--- src/design/lipkc_pkg.sv ---
// Shared types and constants of the key cleaner.
package lipkc_pkg;

    localparam int SLOT_COUNT = 4;
    localparam int CODE_W     = 32;
    localparam int STAMP_W    = 48;
    localparam int SIZE_W     = 3;
    localparam int DATA_W     = 32;
    localparam int ADDR_W     = 5;
    localparam int REG_IDX_W  = 3;

    localparam logic [SIZE_W-1:0] GROUP_SIZE_RESET = 3'd2;

    typedef enum logic [REG_IDX_W-1:0] {
        REG_GROUP_SIZE  = 3'd0,
        REG_CODE_SLOT_0 = 3'd1,
        REG_CODE_SLOT_1 = 3'd2,
        REG_CODE_SLOT_2 = 3'd3,
        REG_CODE_SLOT_3 = 3'd4
    } reg_idx_t;

    typedef enum logic [2:0] {
        ST_IDLE,
        ST_MATCH,
        ST_DECIDE,
        ST_PRESS,
        ST_DROP,
        ST_REPRESS
    } state_t;

    typedef struct packed {
        logic load;
        logic match;
        logic decide;
        logic emit_other;
        logic emit_press;
        logic emit_self;
        logic emit_repress;
    } dp_cmd_t;

    typedef struct packed {
        logic found;
        logic press;
        logic idx_active;
        logic any_active;
        logic pending_any;
        logic held_any;
        logic slot_free;
    } dp_status_t;

endpackage

--- src/design/last_input_priority_key_cleaner.sv ---
// Top level of the last-input-priority key cleaner.
// Usage:
//   Input channel (in_valid/in_ready) takes one key event per beat: operation
//   (1 press, 0 release), key_code and a 48-bit stamp. Output channel
//   (out_valid/out_ready) gives logical press/release beats carrying the
//   input stamp; last_of_run marks the final beat caused by one event.
//   Codes outside the configured group give no beats at all.
//   Configuration goes through the APB-style port: group_size at 0x00,
//   code slots 0..3 at 0x04..0x10. Write only while the block is idle.
// Timing:
//   An event is taken in the idle state, matched against the slots in
//   ST_MATCH and updates the held flags in ST_DECIDE; it then emits up to
//   four beats, one per cycle while the output register is free. A release
//   that finds no key active and none held gives no beats; one event at
//   a time.
// Reset: rst_n clears all held/active flags, drops out_valid and returns
//   group_size to 2 and all code slots to 0.
// Stall:
//   A waiting beat holds in the output register; the controller stops
//   at the next emission until the register frees, and in_ready stays low.
module last_input_priority_key_cleaner #(
    parameter int MAX_KEYS = 4
) (
    input  logic                            clk,
    input  logic                            rst_n,
    input  logic                            psel,
    input  logic                            penable,
    input  logic                            pwrite,
    input  logic [lipkc_pkg::ADDR_W-1:0]    paddr,
    input  logic [lipkc_pkg::DATA_W-1:0]    pwdata,
    output logic [lipkc_pkg::DATA_W-1:0]    prdata,
    output logic                            pready,
    input  logic                            in_valid,
    output logic                            in_ready,
    input  logic                            operation,
    input  logic [lipkc_pkg::CODE_W-1:0]    key_code,
    input  logic [lipkc_pkg::STAMP_W-1:0]   stamp,
    output logic                            out_valid,
    input  logic                            out_ready,
    output logic [lipkc_pkg::CODE_W-1:0]    out_code,
    output logic                            out_pressed,
    output logic [lipkc_pkg::STAMP_W-1:0]   out_stamp,
    output logic                            last_of_run
);
    import lipkc_pkg::*;

    // Only flags that a slot can reach are built.
    localparam int KEYS = (MAX_KEYS < SLOT_COUNT) ? MAX_KEYS : SLOT_COUNT;

    logic [SIZE_W-1:0] group_size;
    logic [CODE_W-1:0] code_slot [SLOT_COUNT];
    dp_cmd_t           cmd;
    dp_status_t        status;

    lipkc_regs u_regs (
        .clk        (clk),
        .rst_n      (rst_n),
        .psel       (psel),
        .penable    (penable),
        .pwrite     (pwrite),
        .paddr      (paddr),
        .pwdata     (pwdata),
        .prdata     (prdata),
        .pready     (pready),
        .group_size (group_size),
        .code_slot  (code_slot)
    );

    lipkc_ctrl u_ctrl (
        .clk      (clk),
        .rst_n    (rst_n),
        .in_valid (in_valid),
        .in_ready (in_ready),
        .status   (status),
        .cmd      (cmd)
    );

    lipkc_datapath #(
        .KEYS (KEYS)
    ) u_datapath (
        .clk         (clk),
        .rst_n       (rst_n),
        .operation   (operation),
        .key_code    (key_code),
        .stamp       (stamp),
        .group_size  (group_size),
        .code_slot   (code_slot),
        .cmd         (cmd),
        .status      (status),
        .out_ready   (out_ready),
        .out_valid   (out_valid),
        .out_code    (out_code),
        .out_pressed (out_pressed),
        .out_stamp   (out_stamp),
        .last_of_run (last_of_run)
    );

endmodule

--- src/design/lipkc_regs.sv ---
// Configuration register file behind the APB-style port.
module lipkc_regs (
    input  logic                                clk,
    input  logic                                rst_n,
    input  logic                                psel,
    input  logic                                penable,
    input  logic                                pwrite,
    input  logic [lipkc_pkg::ADDR_W-1:0]        paddr,
    input  logic [lipkc_pkg::DATA_W-1:0]        pwdata,
    output logic [lipkc_pkg::DATA_W-1:0]        prdata,
    output logic                                pready,
    output logic [lipkc_pkg::SIZE_W-1:0]        group_size,
    output logic [lipkc_pkg::CODE_W-1:0]        code_slot [lipkc_pkg::SLOT_COUNT]
);
    import lipkc_pkg::*;

    logic [SIZE_W-1:0] group_size_reg;
    logic [SIZE_W-1:0] group_size_next;
    logic [CODE_W-1:0] code_slot_reg  [SLOT_COUNT];
    logic [CODE_W-1:0] code_slot_next [SLOT_COUNT];
    reg_idx_t          reg_idx;
    logic              wr_en;

    assign pready  = 1'b1;
    assign reg_idx = reg_idx_t'(paddr[ADDR_W-1:2]);
    assign wr_en   = psel && penable && pwrite;

    always_comb
    begin
        group_size_next = group_size_reg;
        code_slot_next  = code_slot_reg;
        if (wr_en)
        begin
            case (reg_idx)
                REG_GROUP_SIZE:  group_size_next   = pwdata[SIZE_W-1:0];
                REG_CODE_SLOT_0: code_slot_next[0] = pwdata[CODE_W-1:0];
                REG_CODE_SLOT_1: code_slot_next[1] = pwdata[CODE_W-1:0];
                REG_CODE_SLOT_2: code_slot_next[2] = pwdata[CODE_W-1:0];
                REG_CODE_SLOT_3: code_slot_next[3] = pwdata[CODE_W-1:0];
                default:         group_size_next   = group_size_reg;
            endcase
        end
    end

    always_ff @(posedge clk or negedge rst_n)
    begin
        if (!rst_n)
        begin
            group_size_reg <= GROUP_SIZE_RESET;
            for (int i = 0; i < SLOT_COUNT; i++)
            begin
                code_slot_reg[i] <= '0;
            end
        end
        else
        begin
            group_size_reg <= group_size_next;
            code_slot_reg  <= code_slot_next;
        end
    end

    always_comb
    begin
        case (reg_idx)
            REG_GROUP_SIZE:  prdata = DATA_W'(group_size_reg);
            REG_CODE_SLOT_0: prdata = code_slot_reg[0];
            REG_CODE_SLOT_1: prdata = code_slot_reg[1];
            REG_CODE_SLOT_2: prdata = code_slot_reg[2];
            REG_CODE_SLOT_3: prdata = code_slot_reg[3];
            default:         prdata = '0;
        endcase
    end

    assign group_size = group_size_reg;
    assign code_slot  = code_slot_reg;

endmodule

--- src/design/lipkc_datapath.sv ---
// Datapath: event registers, key flags, slot match and the output register.
module lipkc_datapath #(
    parameter int KEYS = 4
) (
    input  logic                            clk,
    input  logic                            rst_n,
    input  logic                            operation,
    input  logic [lipkc_pkg::CODE_W-1:0]    key_code,
    input  logic [lipkc_pkg::STAMP_W-1:0]   stamp,
    input  logic [lipkc_pkg::SIZE_W-1:0]    group_size,
    input  logic [lipkc_pkg::CODE_W-1:0]    code_slot [lipkc_pkg::SLOT_COUNT],
    input  lipkc_pkg::dp_cmd_t              cmd,
    output lipkc_pkg::dp_status_t           status,
    input  logic                            out_ready,
    output logic                            out_valid,
    output logic [lipkc_pkg::CODE_W-1:0]    out_code,
    output logic                            out_pressed,
    output logic [lipkc_pkg::STAMP_W-1:0]   out_stamp,
    output logic                            last_of_run
);
    import lipkc_pkg::*;

    localparam int KEY_W = $clog2(KEYS);

    function automatic logic [KEY_W-1:0] lowest(input logic [KEYS-1:0] v);
        logic [KEY_W-1:0] idx;
        idx = '0;
        for (int i = KEYS - 1; i >= 0; i--)
        begin
            if (v[i])
            begin
                idx = KEY_W'(i);
            end
        end
        return idx;
    endfunction

    logic                op_reg;
    logic [CODE_W-1:0]   code_reg;
    logic [STAMP_W-1:0]  stamp_reg;
    logic [KEY_W-1:0]    idx_reg;
    logic                found_reg;
    logic [KEYS-1:0]     held_reg;
    logic [KEYS-1:0]     held_next;
    logic [KEYS-1:0]     active_reg;
    logic [KEYS-1:0]     active_next;
    logic                out_valid_reg;
    logic                out_valid_next;
    logic [CODE_W-1:0]   out_code_reg;
    logic [CODE_W-1:0]   out_code_next;
    logic                out_pressed_reg;
    logic                out_pressed_next;
    logic [STAMP_W-1:0]  out_stamp_reg;
    logic                last_reg;
    logic                last_next;

    logic [CODE_W-1:0]   slot_code [KEYS];
    logic [SIZE_W-1:0]   used_cnt;
    logic [KEYS-1:0]     used_mask;
    logic                match_found;
    logic [KEY_W-1:0]    match_idx;
    logic [KEYS-1:0]     idx_onehot;
    logic [KEYS-1:0]     pending;
    logic [KEYS-1:0]     held_used;
    logic [KEY_W-1:0]    pend_idx;
    logic [KEY_W-1:0]    held_idx;
    logic                emit;

    always_comb
    begin
        for (int i = 0; i < KEYS; i++)
        begin
            slot_code[i] = code_slot[i];
        end
    end

    // Saturate the slot count to the slots that exist.
    assign used_cnt = (group_size > SIZE_W'(KEYS)) ? SIZE_W'(KEYS) : group_size;

    always_comb
    begin
        for (int i = 0; i < KEYS; i++)
        begin
            used_mask[i] = (SIZE_W'(i) < used_cnt);
        end
    end

    // Lowest matching slot wins.
    always_comb
    begin
        match_found = 1'b0;
        match_idx   = '0;
        for (int i = KEYS - 1; i >= 0; i--)
        begin
            if (used_mask[i] && (slot_code[i] == code_reg))
            begin
                match_found = 1'b1;
                match_idx   = KEY_W'(i);
            end
        end
    end

    assign idx_onehot = {{(KEYS-1){1'b0}}, 1'b1} << idx_reg;
    assign pending    = active_reg & ~idx_onehot & used_mask;
    assign held_used  = held_reg & used_mask;
    assign pend_idx   = lowest(pending);
    assign held_idx   = lowest(held_used);
    assign emit       = cmd.emit_other || cmd.emit_press || cmd.emit_self || cmd.emit_repress;

    always_comb
    begin
        held_next = held_reg;
        if (cmd.decide && found_reg)
        begin
            held_next[idx_reg] = op_reg;
        end
    end

    always_comb
    begin
        active_next      = active_reg;
        out_code_next    = out_code_reg;
        out_pressed_next = out_pressed_reg;
        last_next        = last_reg;
        if (cmd.emit_other)
        begin
            active_next[pend_idx] = 1'b0;
            out_code_next         = slot_code[pend_idx];
            out_pressed_next      = 1'b0;
            last_next             = 1'b0;
        end
        else if (cmd.emit_press)
        begin
            active_next[idx_reg] = 1'b1;
            out_code_next        = code_reg;
            out_pressed_next     = 1'b1;
            last_next            = 1'b1;
        end
        else if (cmd.emit_self)
        begin
            active_next[idx_reg] = 1'b0;
            out_code_next        = code_reg;
            out_pressed_next     = 1'b0;
            last_next            = !(|held_used);
        end
        else if (cmd.emit_repress)
        begin
            active_next[held_idx] = 1'b1;
            out_code_next         = slot_code[held_idx];
            out_pressed_next      = 1'b1;
            last_next             = 1'b1;
        end
    end

    always_comb
    begin
        if (emit)
        begin
            out_valid_next = 1'b1;
        end
        else if (out_ready)
        begin
            out_valid_next = 1'b0;
        end
        else
        begin
            out_valid_next = out_valid_reg;
        end
    end

    always_ff @(posedge clk or negedge rst_n)
    begin
        if (!rst_n)
        begin
            found_reg     <= 1'b0;
            held_reg      <= '0;
            active_reg    <= '0;
            out_valid_reg <= 1'b0;
        end
        else
        begin
            if (cmd.match)
            begin
                found_reg <= match_found;
            end
            held_reg      <= held_next;
            active_reg    <= active_next;
            out_valid_reg <= out_valid_next;
        end
    end

    always_ff @(posedge clk)
    begin
        if (cmd.load)
        begin
            op_reg    <= operation;
            code_reg  <= key_code;
            stamp_reg <= stamp;
        end
        if (cmd.match)
        begin
            idx_reg <= match_idx;
        end
        if (emit)
        begin
            out_stamp_reg <= stamp_reg;
        end
        out_code_reg    <= out_code_next;
        out_pressed_reg <= out_pressed_next;
        last_reg        <= last_next;
    end

    assign status.found       = found_reg;
    assign status.press       = op_reg;
    assign status.idx_active  = active_reg[idx_reg];
    assign status.any_active  = |(active_reg & used_mask);
    assign status.pending_any = |pending;
    assign status.held_any    = |held_used;
    assign status.slot_free   = !out_valid_reg || out_ready;

    assign out_valid   = out_valid_reg;
    assign out_code    = out_code_reg;
    assign out_pressed = out_pressed_reg;
    assign out_stamp   = out_stamp_reg;
    assign last_of_run = last_reg;

endmodule

--- src/design/lipkc_ctrl.sv ---
// Controller: sequences match, flag update and result emission.
module lipkc_ctrl (
    input  logic                    clk,
    input  logic                    rst_n,
    input  logic                    in_valid,
    output logic                    in_ready,
    input  lipkc_pkg::dp_status_t   status,
    output lipkc_pkg::dp_cmd_t      cmd
);
    import lipkc_pkg::*;

    state_t state_reg;
    state_t state_next;

    always_ff @(posedge clk or negedge rst_n)
    begin
        if (!rst_n)
        begin
            state_reg <= ST_IDLE;
        end
        else
        begin
            state_reg <= state_next;
        end
    end

    always_comb
    begin
        state_next = state_reg;
        cmd        = '0;
        in_ready   = 1'b0;
        case (state_reg)
            ST_IDLE:
            begin
                in_ready = 1'b1;
                if (in_valid)
                begin
                    cmd.load   = 1'b1;
                    state_next = ST_MATCH;
                end
            end
            ST_MATCH:
            begin
                cmd.match  = 1'b1;
                state_next = ST_DECIDE;
            end
            ST_DECIDE:
            begin
                cmd.decide = 1'b1;
                if (!status.found)
                begin
                    state_next = ST_IDLE;
                end
                else if (status.press)
                begin
                    state_next = ST_PRESS;
                end
                else if (status.idx_active)
                begin
                    state_next = ST_DROP;
                end
                else if (!status.any_active)
                begin
                    state_next = ST_REPRESS;
                end
                else
                begin
                    state_next = ST_IDLE;
                end
            end
            ST_PRESS:
            begin
                if (status.slot_free)
                begin
                    if (status.pending_any)
                    begin
                        cmd.emit_other = 1'b1;
                    end
                    else
                    begin
                        cmd.emit_press = 1'b1;
                        state_next     = ST_IDLE;
                    end
                end
            end
            ST_DROP:
            begin
                if (status.slot_free)
                begin
                    cmd.emit_self = 1'b1;
                    state_next    = status.held_any ? ST_REPRESS : ST_IDLE;
                end
            end
            ST_REPRESS:
            begin
                if (!status.held_any)
                begin
                    state_next = ST_IDLE;
                end
                else if (status.slot_free)
                begin
                    cmd.emit_repress = 1'b1;
                    state_next       = ST_IDLE;
                end
            end
            default:
            begin
                state_next = ST_IDLE;
            end
        endcase
    end

endmodule

--- config.mk ---
export PLATFORM = sky130hd
export DESIGN_NAME = last_input_priority_key_cleaner
export DESIGN_NICKNAME = d
export VERILOG_FILES = /design/src/design/lipkc_pkg.sv /design/src/design/last_input_priority_key_cleaner.sv /design/src/design/lipkc_regs.sv /design/src/design/lipkc_datapath.sv /design/src/design/lipkc_ctrl.sv
export SDC_FILE = /design/constraint.sdc
export NUM_CORES = 1
export LEC_CHECK = 0
export BUFFER_PORTS_ARGS = -buffer_cell sky130_fd_sc_hd__buf_2
export CAP_MARGIN = 15
export CORE_MARGIN = 2
export CORE_UTILIZATION = 44
export CTS_BUF_LIST = sky130_fd_sc_hd__clkbuf_8 sky130_fd_sc_hd__clkbuf_16
export DETAILED_ROUTE_END_ITERATION = 16
export PLACE_DENSITY = 0.66
export SYNTH_ARGS = -nofsm -noshare
export SYNTH_HDL_FRONTEND = slang
export SYNTH_SLANG_ARGS = --single-unit
export TNS_END_PERCENT = 50
--- constraint.sdc ---
create_clock -name clk -period 3.52 [get_ports clk]
set_clock_uncertainty 0.05 [all_clocks]
set_input_delay 0.176 -clock clk [delete_from_list [all_inputs] [get_ports clk]]
set_output_delay 0.176 -clock clk [all_outputs]
set_load 0.02 [all_outputs]
==> summary.md, run 1 <==
| Metric | Value |
|---|---|
| Pin count of the biggest net entering global routing | 77 |
| Worst R2R Setup Slack | just over 0.6 ns |
| Crit path required time | 3.82 ns |
| Syn_nets | 1350 |
| #FFs+latches synth | just over 300 |
| Reg2reg path depth | 6 |
| CTS tree | done |
| Worst r2r src | u_regs.group_size[2]$_DFFE_PN0P_ |
| Vias/cell | just over 6 |
| Row count | between 60 and 70 |
| Routed vias | 12400 |
| Max cap viols | 0 |
| Sequential area share after synthesis | 0.539 |
| Critical path's slowest cell | and2_1 |
| Worst setup endpoint | u_datapath.out_code[23]$_DFFE_PP_ |
| Syn. warnings | 0 |
| Die area | 37600 um2 |
| Final-report hold violation count | 0 |
| Hold path cells | 5 |
| Setup WS pre-CTS | 0.721 ns |
| Hold/Removal Path Class | in2reg |
| Final Cycle Share | 0.825 |
| Critical Path Start | u_regs.group_size[2]$_DFFE_PN0P_ |
| Post-synth top flop | edfxtp_1 |
| Starting DRT DRC Count | 1448 |
| Area Overhead vs Synth | 23.4% |
| Synth Instances | roughly 1200 |
| Lkg Pwr | about 0.0080 uW |
| Top cell family by delay on the critical path | compound AO/OA/AOI/OAI gates |
| Post-DP Area | around 17000 um2 |
| Yosys top cell area share | 0.309 |
| Sequence of cells on the critical path | o21ai_1 > a21o_2 > and2_1 > o2bb2ai_1 > a211oi_1 > o22ai_1 |
| Final worst slack | between 0.6 and 0.7 ns |
| GRT overflow | 0 |
| Residual DRC count | 0 |
| Post-DP HPWL | approximately 33 mm |
| Clk root buf | clkbuf_16 |
| Die Height | slightly below 200 um |
| Minimum clock period | between 2 and 3 ns |
| Fmax | around 340 MHz |
| Status | completed |
| Slew of the pin with the lowest slew margin | a little over 1 ns |
| Top post-synthesis cells by area | edfxtp_1, dfrtp_1, mux2_2 |
| CP endpoint kind | flip-flop |
| Net count, final | about 1700 |
| CTS H-tree depth | 2 |
| Final Max Tran Viols | 0 |
| Setup TNS | 0 ns |
| Reg2reg end | u_datapath.out_code[23]$_DFFE_PP_ |
| CP bufs+invs | 0 |
| Vias in the first global route | about 12000 |
| Distinct cell type count after synthesis | slightly below 80 |
| Fin Hold WS | 0.0738 ns |
| TritonRoute pass-1 iters | 9 |
| Max VDD drop | between 600 and 700 uV |
| Max incr delay on CP | between 0.7 and 0.8 ns |
| Startpoint types | flip-flop |
| I/O Pins | between 200 and 250 |
| Routability cong. | about 0.92 |
| Initial antenna violation count | 3 |
| Type of the worst setup path | reg2reg |
| WP depth | 6 |
| Clock sink count | about 300 |
| Routed wire length | around 52 mm |
| CP Data Arrival Time | around 3.2 ns |
| Max FO, Critical Path | 19 |
| Detail Route Antenna Nets | 0 |
| Fin area | around 20000 um2 |
| Mapped Area | roughly 16000 um2 |
| Max_slew headroom | 0.307 |
| Syn Area/Cell | approximately 13 um2 |
| First-pass GRT wire length | between 70 and 80 mm |
| Die Width | just under 200 um |
| Top cell type by total area after synthesis | edfxtp_1 |
| Initial Util | 0.446 |
| Core Region | about 36000 um2 |
| PwrDens | about 670 nW/um2 |
| EDFF count, synth | between 150 and 200 |
| Total GRT Usage | 0.271 |
| Unrepaired setup endpoints after global routing | no |
| Port buffer count | ~240 |
| Final setup violation count | 0 |
| DR WL/cell | approximately 26 um |
| Synth async-reset ratio | 0.466 |
| Max reg flops | 128 |
| Clock Path Buffers | 3 |
| Clock transition at path regs | 0.06 ns |
| Num CTS Buffers | 36 |
| Worst skew pair latency | approximately 0.56 ns |
| Share of cells above drive strength 1 | 0.321 |
metal layers:
| metal | track usage | up-vias | share of wire |
|---|---|---|---|
| met4 | 0.121 | 2 | 0.040 |
| li1 | - | 5350 | - |
| met5 | 0 | - | 0.00021 |
| met1 | 0.346 | 6106 | 0.39 |
| met2 | 0.438 | 768 | 0.47 |
| met3 | 0.0649 | 146 | 0.11 |
worst min path at each step:
stage                     startpoint                               end  slack (ns)
after floorplan                rst_n   u_ctrl.state_reg[0]$_DFFE_PN0P_       -0.17
after global placement         rst_n  u_datapath.out_valid$_DFFE_PN0P_        0.18
after detailed placement       rst_n  u_datapath.out_valid$_DFFE_PN0P_        0.19
after CTS                  out_ready  u_datapath.out_valid$_DFFE_PN0P_        0.03
after global routing       out_ready  u_datapath.out_valid$_DFFE_PN0P_        0.12
final                      out_ready   u_ctrl.state_reg[2]$_DFFE_PN0P_        0.07
cell usage after synthesis, drive strengths merged, types with 8 or more instances:
cell and instances:
o22ai 57, a32oi 21, mux2i 38, buf 71, edfxtp 163, a211oi 12, a22oi 59, inv 8
xor2 10, nor4 8, o2bb2ai 10, a222oi 32, clkbuf 38, o21ai 49, nand4 29, a21oi 14
mux2 167, xnor2 118, nor2 44, nor3 12, nand3 11, dfrtp 143, nand2 49
placed cells by master (no fill, tap or decap), types with 21 or more instances in the layout:
cell type      count
nand4_1           29
dfrtp_1          143
a32oi_1           21
buf_2            237
o22ai_1           57
a222oi_1          32
buf_4             30
mux2_2           117
mux2i_1           38
o21ai_0           39
nor2_1            37
xnor2_1          118
dlygate4sd3_1    114
nand2_1           48
edfxtp_1         163
clkbuf_16         37
mux2_4            30
a22oi_1           59
per-stage QoR:
step / power, uW / instances / utilization
after floorplan: 8100 / 1225 / -
after global placement: 9290 / 1850 / 0.486
after detailed placement: 9370 / 1850 / 0.486
after CTS: 13100 / 2030 / 0.550
after global routing: 13700 / 2031 / 0.550
final: 13100 / 2031 / 0.550
layout make-up:
type | instances | area [um2]
Clock inverter | 25 | 166
Tap cell | 461 | 577
Fill cell | 2970 | 16000
Sequential cell | 309 | 8540
Timing Repair Buffer | 387 | 2660
Antenna cell | 1 | 2.50
Inverter | 8 | 30.0
Clock buffer | 41 | 981
Multi-Input combinational cell | 799 | 6600
repair_timing:
| item | CTS | global route |
|---|---|---|
| hold buffers | 114 | 0 |
| resized for setup | 0 | 0 |
| endpoints found under the hold margin | 279 | 0 |
| setup buffers | 0 | 0 |
power breakdown:
part           switching (uW)  leakage [uW]  total [uW]  internal (uW)
Clock                    1540      0.000611        3620           2080
Sequential                836       0.00337        5580           4750
Combinational            2220       0.00407        3920           1700
Total                    4600       0.00805       13100           8530
kinds of logic after synthesis:
family,synth area share
AO/OA/AOI/OAI,0.132
AND/OR/NAND/NOR,0.0603
other,0.000237
XOR/XNOR,0.0707
buffers and inverters,0.0472
flip-flops,0.539
multiplexers,0.151
worst register-to-register path, delay by kind of cell, from the launching register on:
kind,cells,cell delay (ns)
AND/OR/NAND/NOR,1,0.74
flip-flops,1,0.60
AO/OA/AOI/OAI,5,1.30
(Power assumes the default switching activity.)
==> run 2, diff against run 1 <==
--- a/config.mk
+++ b/config.mk
@@ -11,7 +11,7 @@
 export CORE_UTILIZATION = 44
 export CTS_BUF_LIST = sky130_fd_sc_hd__clkbuf_8 sky130_fd_sc_hd__clkbuf_16
 export DETAILED_ROUTE_END_ITERATION = 16
-export PLACE_DENSITY = 0.66
+export PLACE_DENSITY = 0.69
 export SYNTH_ARGS = -nofsm -noshare
 export SYNTH_HDL_FRONTEND = slang
 export SYNTH_SLANG_ARGS = --single-unit
==> constraint.sdc (replaced) <==
create_clock -name clk -period 2.32 [get_ports clk]
set_clock_uncertainty 0.05 [all_clocks]
set_input_delay 0.116 -clock clk [delete_from_list [all_inputs] [get_ports clk]]
set_output_delay 0.116 -clock clk [all_outputs]
set_load 0.02 [all_outputs]
==> run 2 against run 1 <==
- the run now ends with negative setup slack left
- total power is 61% higher
- non-clock buffer count rose by 87
- count of clock-buffer cells in the layout is 1 lower
- via count grew 3.5%
- critical path type unchanged
==> summary.md, run 2 (synthesized netlist as in run 1, its figures left out) <==
| Metric | Value |
|---|---|
| Final-report hold violation count | 0 (unchanged) |
| Worst setup endpoint | u_datapath.out_code[16]$_DFFE_PP_ (was u_datapath.out_code[23]$_DFFE_PP_) |
| Final Power | 21100 uW (was 13100 uW) |
| Max VDD drop | 883 uV (was 629 uV) |
| CP endpoint kind | flip-flop (unchanged) |
| Final worst slack | -0.0666 ns (was 0.617 ns) |
| Non-filler instance count after layout | 2116 (was 2031) |
| Reg2reg end | u_datapath.out_code[16]$_DFFE_PP_ (was u_datapath.out_code[23]$_DFFE_PP_) |
| Routed wire length | 53.8 mm (was 51.8 mm) |
| Post-DP HPWL | 36.1 mm (was 33.3 mm) |
| Startpoint types | flip-flop (unchanged) |
| Failing checks | negative setup slack |
| Die Width | 194 um (unchanged) |
| Final setup violation count | 31 (was 0) |
| Die area | 37600 um2 (unchanged) |
| Clock transition at path regs | 0.06 ns (about the same) |
| Clk pwr share | 0.272 (was 0.276) |
| Status | complete, but fails checks (was completed) |
| Num CTS Buffers | 36 (unchanged) |
| Vias in the first global route | 13100 (was 12500) |
| Core Region | 35600 um2 (unchanged) |
| Port buffer count | 238 (unchanged) |
| Post-DP Area | 18100 um2 (was 17300 um2) |
| Starting DRT DRC Count | 1256 (was 1448) |
| Hold/Removal Path Class | in2async (was in2reg) |
| Type of the worst setup path | reg2reg (unchanged) |
| Initial antenna violation count | 1 (was 3) |
| Vias/cell | 6.05 (was 6.09) |
| Final Max Tran Viols | 0 (unchanged) |
| First-pass GRT wire length | 80.1 mm (was 77.5 mm) |
| PwrDens | 1020 nW/um2 (was 671 nW/um2) |
| Routability cong. | 0.951 (was 0.923) |
| CTS tree | done (unchanged) |
| Combinational power share | 0.327 (was 0.299) |
| I/O Pins | 242 (unchanged) |
| Detail Route Antenna Nets | 0 (unchanged) |
| Routed vias | 12800 (was 12400) |
| Initial Util | 0.446 (unchanged) |
| Sw Ratio | 0.342 (was 0.350) |
| Net count, final | 1753 (was 1666) |
| Clock Path Buffers | 3 (unchanged) |
| Residual DRC count | 0 (unchanged) |
| Fmax | 419 MHz (was 344 MHz) |
| Lkg Pwr | 0.00860 uW (was 0.00805 uW) |
| Slew of the pin with the lowest slew margin | 0.590 ns (was 1.04 ns) |
| Switching power total | 7220 uW (was 4600 uW) |
| Area Overhead vs Synth | 30.4% (was 23.4%) |
| Die Height | 194 um (unchanged) |
| Max_slew headroom | 0.607 (was 0.307) |
| Flop pwr share | 0.401 (was 0.425) |
| Clock sink count | 309 (unchanged) |
| Fin area | 20700 um2 (was 19600 um2) |
| Int Power | 13900 uW (was 8530 uW) |
| Worst R2R Setup Slack | -0.07 ns (was 0.62 ns) |
| Row count | 69 (unchanged) |
| Commonest non-fill, non-tap cells in the layout | buf_2, edfxtp_1, dfrtp_1 (unchanged) |
| Max FO, Critical Path | 6 (was 19) |
| Final Cycle Share | 1.03 (was 0.825) |
| Reg2reg path depth | 8 (was 6) |
| CP Data Arrival Time | 2.62 ns (was 3.21 ns) |
| Placed cells | 1923 (was 1850) |
| Critical Path Start | u_regs.group_size[2]$_DFFE_PN0P_ (unchanged) |
| Worst skew pair latency | 0.55 ns (was 0.56 ns) |
| DR WL/cell | 25.4 um (was 25.5 um) |
| Minimum clock period | 2.39 ns (was 2.90 ns) |
| Max reg flops | 128 (unchanged) |
| TritonRoute pass-1 iters | 8 (was 9) |
| Max cap viols | 0 (unchanged) |
| Worst r2r src | u_regs.group_size[2]$_DFFE_PN0P_ (unchanged) |
| Unrepaired setup endpoints after global routing | yes (was no) |
| Crit path required time | 2.56 ns (was 3.82 ns) |
| Pin count of the biggest net entering global routing | 59 (was 77) |
| Total GRT Usage | 0.280 (was 0.271) |
| Commonest non-fill, non-tap cell in the layout | buf_2 (unchanged) |
| Clk root buf | clkbuf_16 (unchanged) |
| CTS H-tree depth | 2 (unchanged) |
| Share of cells above drive strength 1 | 0.367 (was 0.321) |
| GRT overflow | 0 (unchanged) |
## run 2: worst max-delay path, cell delays in order, from the launching register on
cell and delay (ns):
dfrtp_2 0.44, or3_4 0.43, nand2_8 0.08, o21ai_4 0.07
buf_12 0.16, clkbuf_16 0.16, mux2_4 0.29, a222oi_1 0.32
o22ai_1 0.12
## run 2: power by group through the flow
stage	combinational (uW)	sequential [uW]	clock, uW
after floorplan	3930	8350	0
after global placement	6250	8450	0
after detailed placement	6330	8500	0
after CTS	6680	8410	5820
after global routing	7260	8590	6080
final	6910	8470	5740
## run 2: worst min-delay path by stage
stage / start / end / slack, ns / cells past startpoint
final: rst_n / u_ctrl.state_reg[2]$_DFFE_PN0P_ / 0.08 / 2
after global routing: in_valid / u_datapath.code_reg[23]$_DFFE_PP_ / 0.07 / 2
after CTS: in_valid / u_datapath.code_reg[23]$_DFFE_PP_ / 0.05 / 2
after detailed placement: rst_n / u_datapath.out_valid$_DFFE_PN0P_ / 0.08 / 1
after global placement: rst_n / u_ctrl.state_reg[2]$_DFFE_PN0P_ / 0.07 / 1
after floorplan: rst_n / u_ctrl.state_reg[0]$_DFFE_PN0P_ / -0.23 / 0
## run 2: layer usage
layer,global-route usage,vias up,part of all wire
li1,-,5511,-
met1,0.356,6228,0.39
met2,0.443,868,0.46
met3,0.0658,196,0.10
met4,0.155,0,0.056
met5,0,-,0
## run 2: cell type report
| cell class | count | area, um2 |
|---|---|---|
| Clock inverter | 24 | 233 |
| Antenna cell | 1 | 2.50 |
| Clock buffer | 40 | 956 |
| Fill cell | 2862 | 14900 |
| Tap cell | 461 | 577 |
| Sequential cell | 309 | 8540 |
| Multi-Input combinational cell | 799 | 6660 |
| Inverter | 8 | 33.8 |
| Timing Repair Buffer | 474 | 3660 |
## run 2: per-stage QoR
step	util	hold WS, ns	TNS, ns	setup slack (ns)
3_3_place_gp	0.508	0.0710	-1.21	-0.0901
3_5_place_dp	0.508	0.0777	-2.45	-0.120
4_1_cts	0.577	0.0541	-0.894	-0.0542
5_1_grt	0.581	0.0685	-3.34	-0.156
6_report	0.581	0.0757	-0.782	-0.0666
2_1_floorplan	-	-0.230	-16.47	-0.221
## run 2: what timing repair did
action | in CTS | in global routing
pin swaps | 30 | 11
buffers inserted | 7 | 3
gates resized for setup | 6 | 16
endpoints found under the hold margin | 318 | 0
setup endpoints to repair | 32 | 118
hold buffers | 115 | 0
cloned | 1 | 2
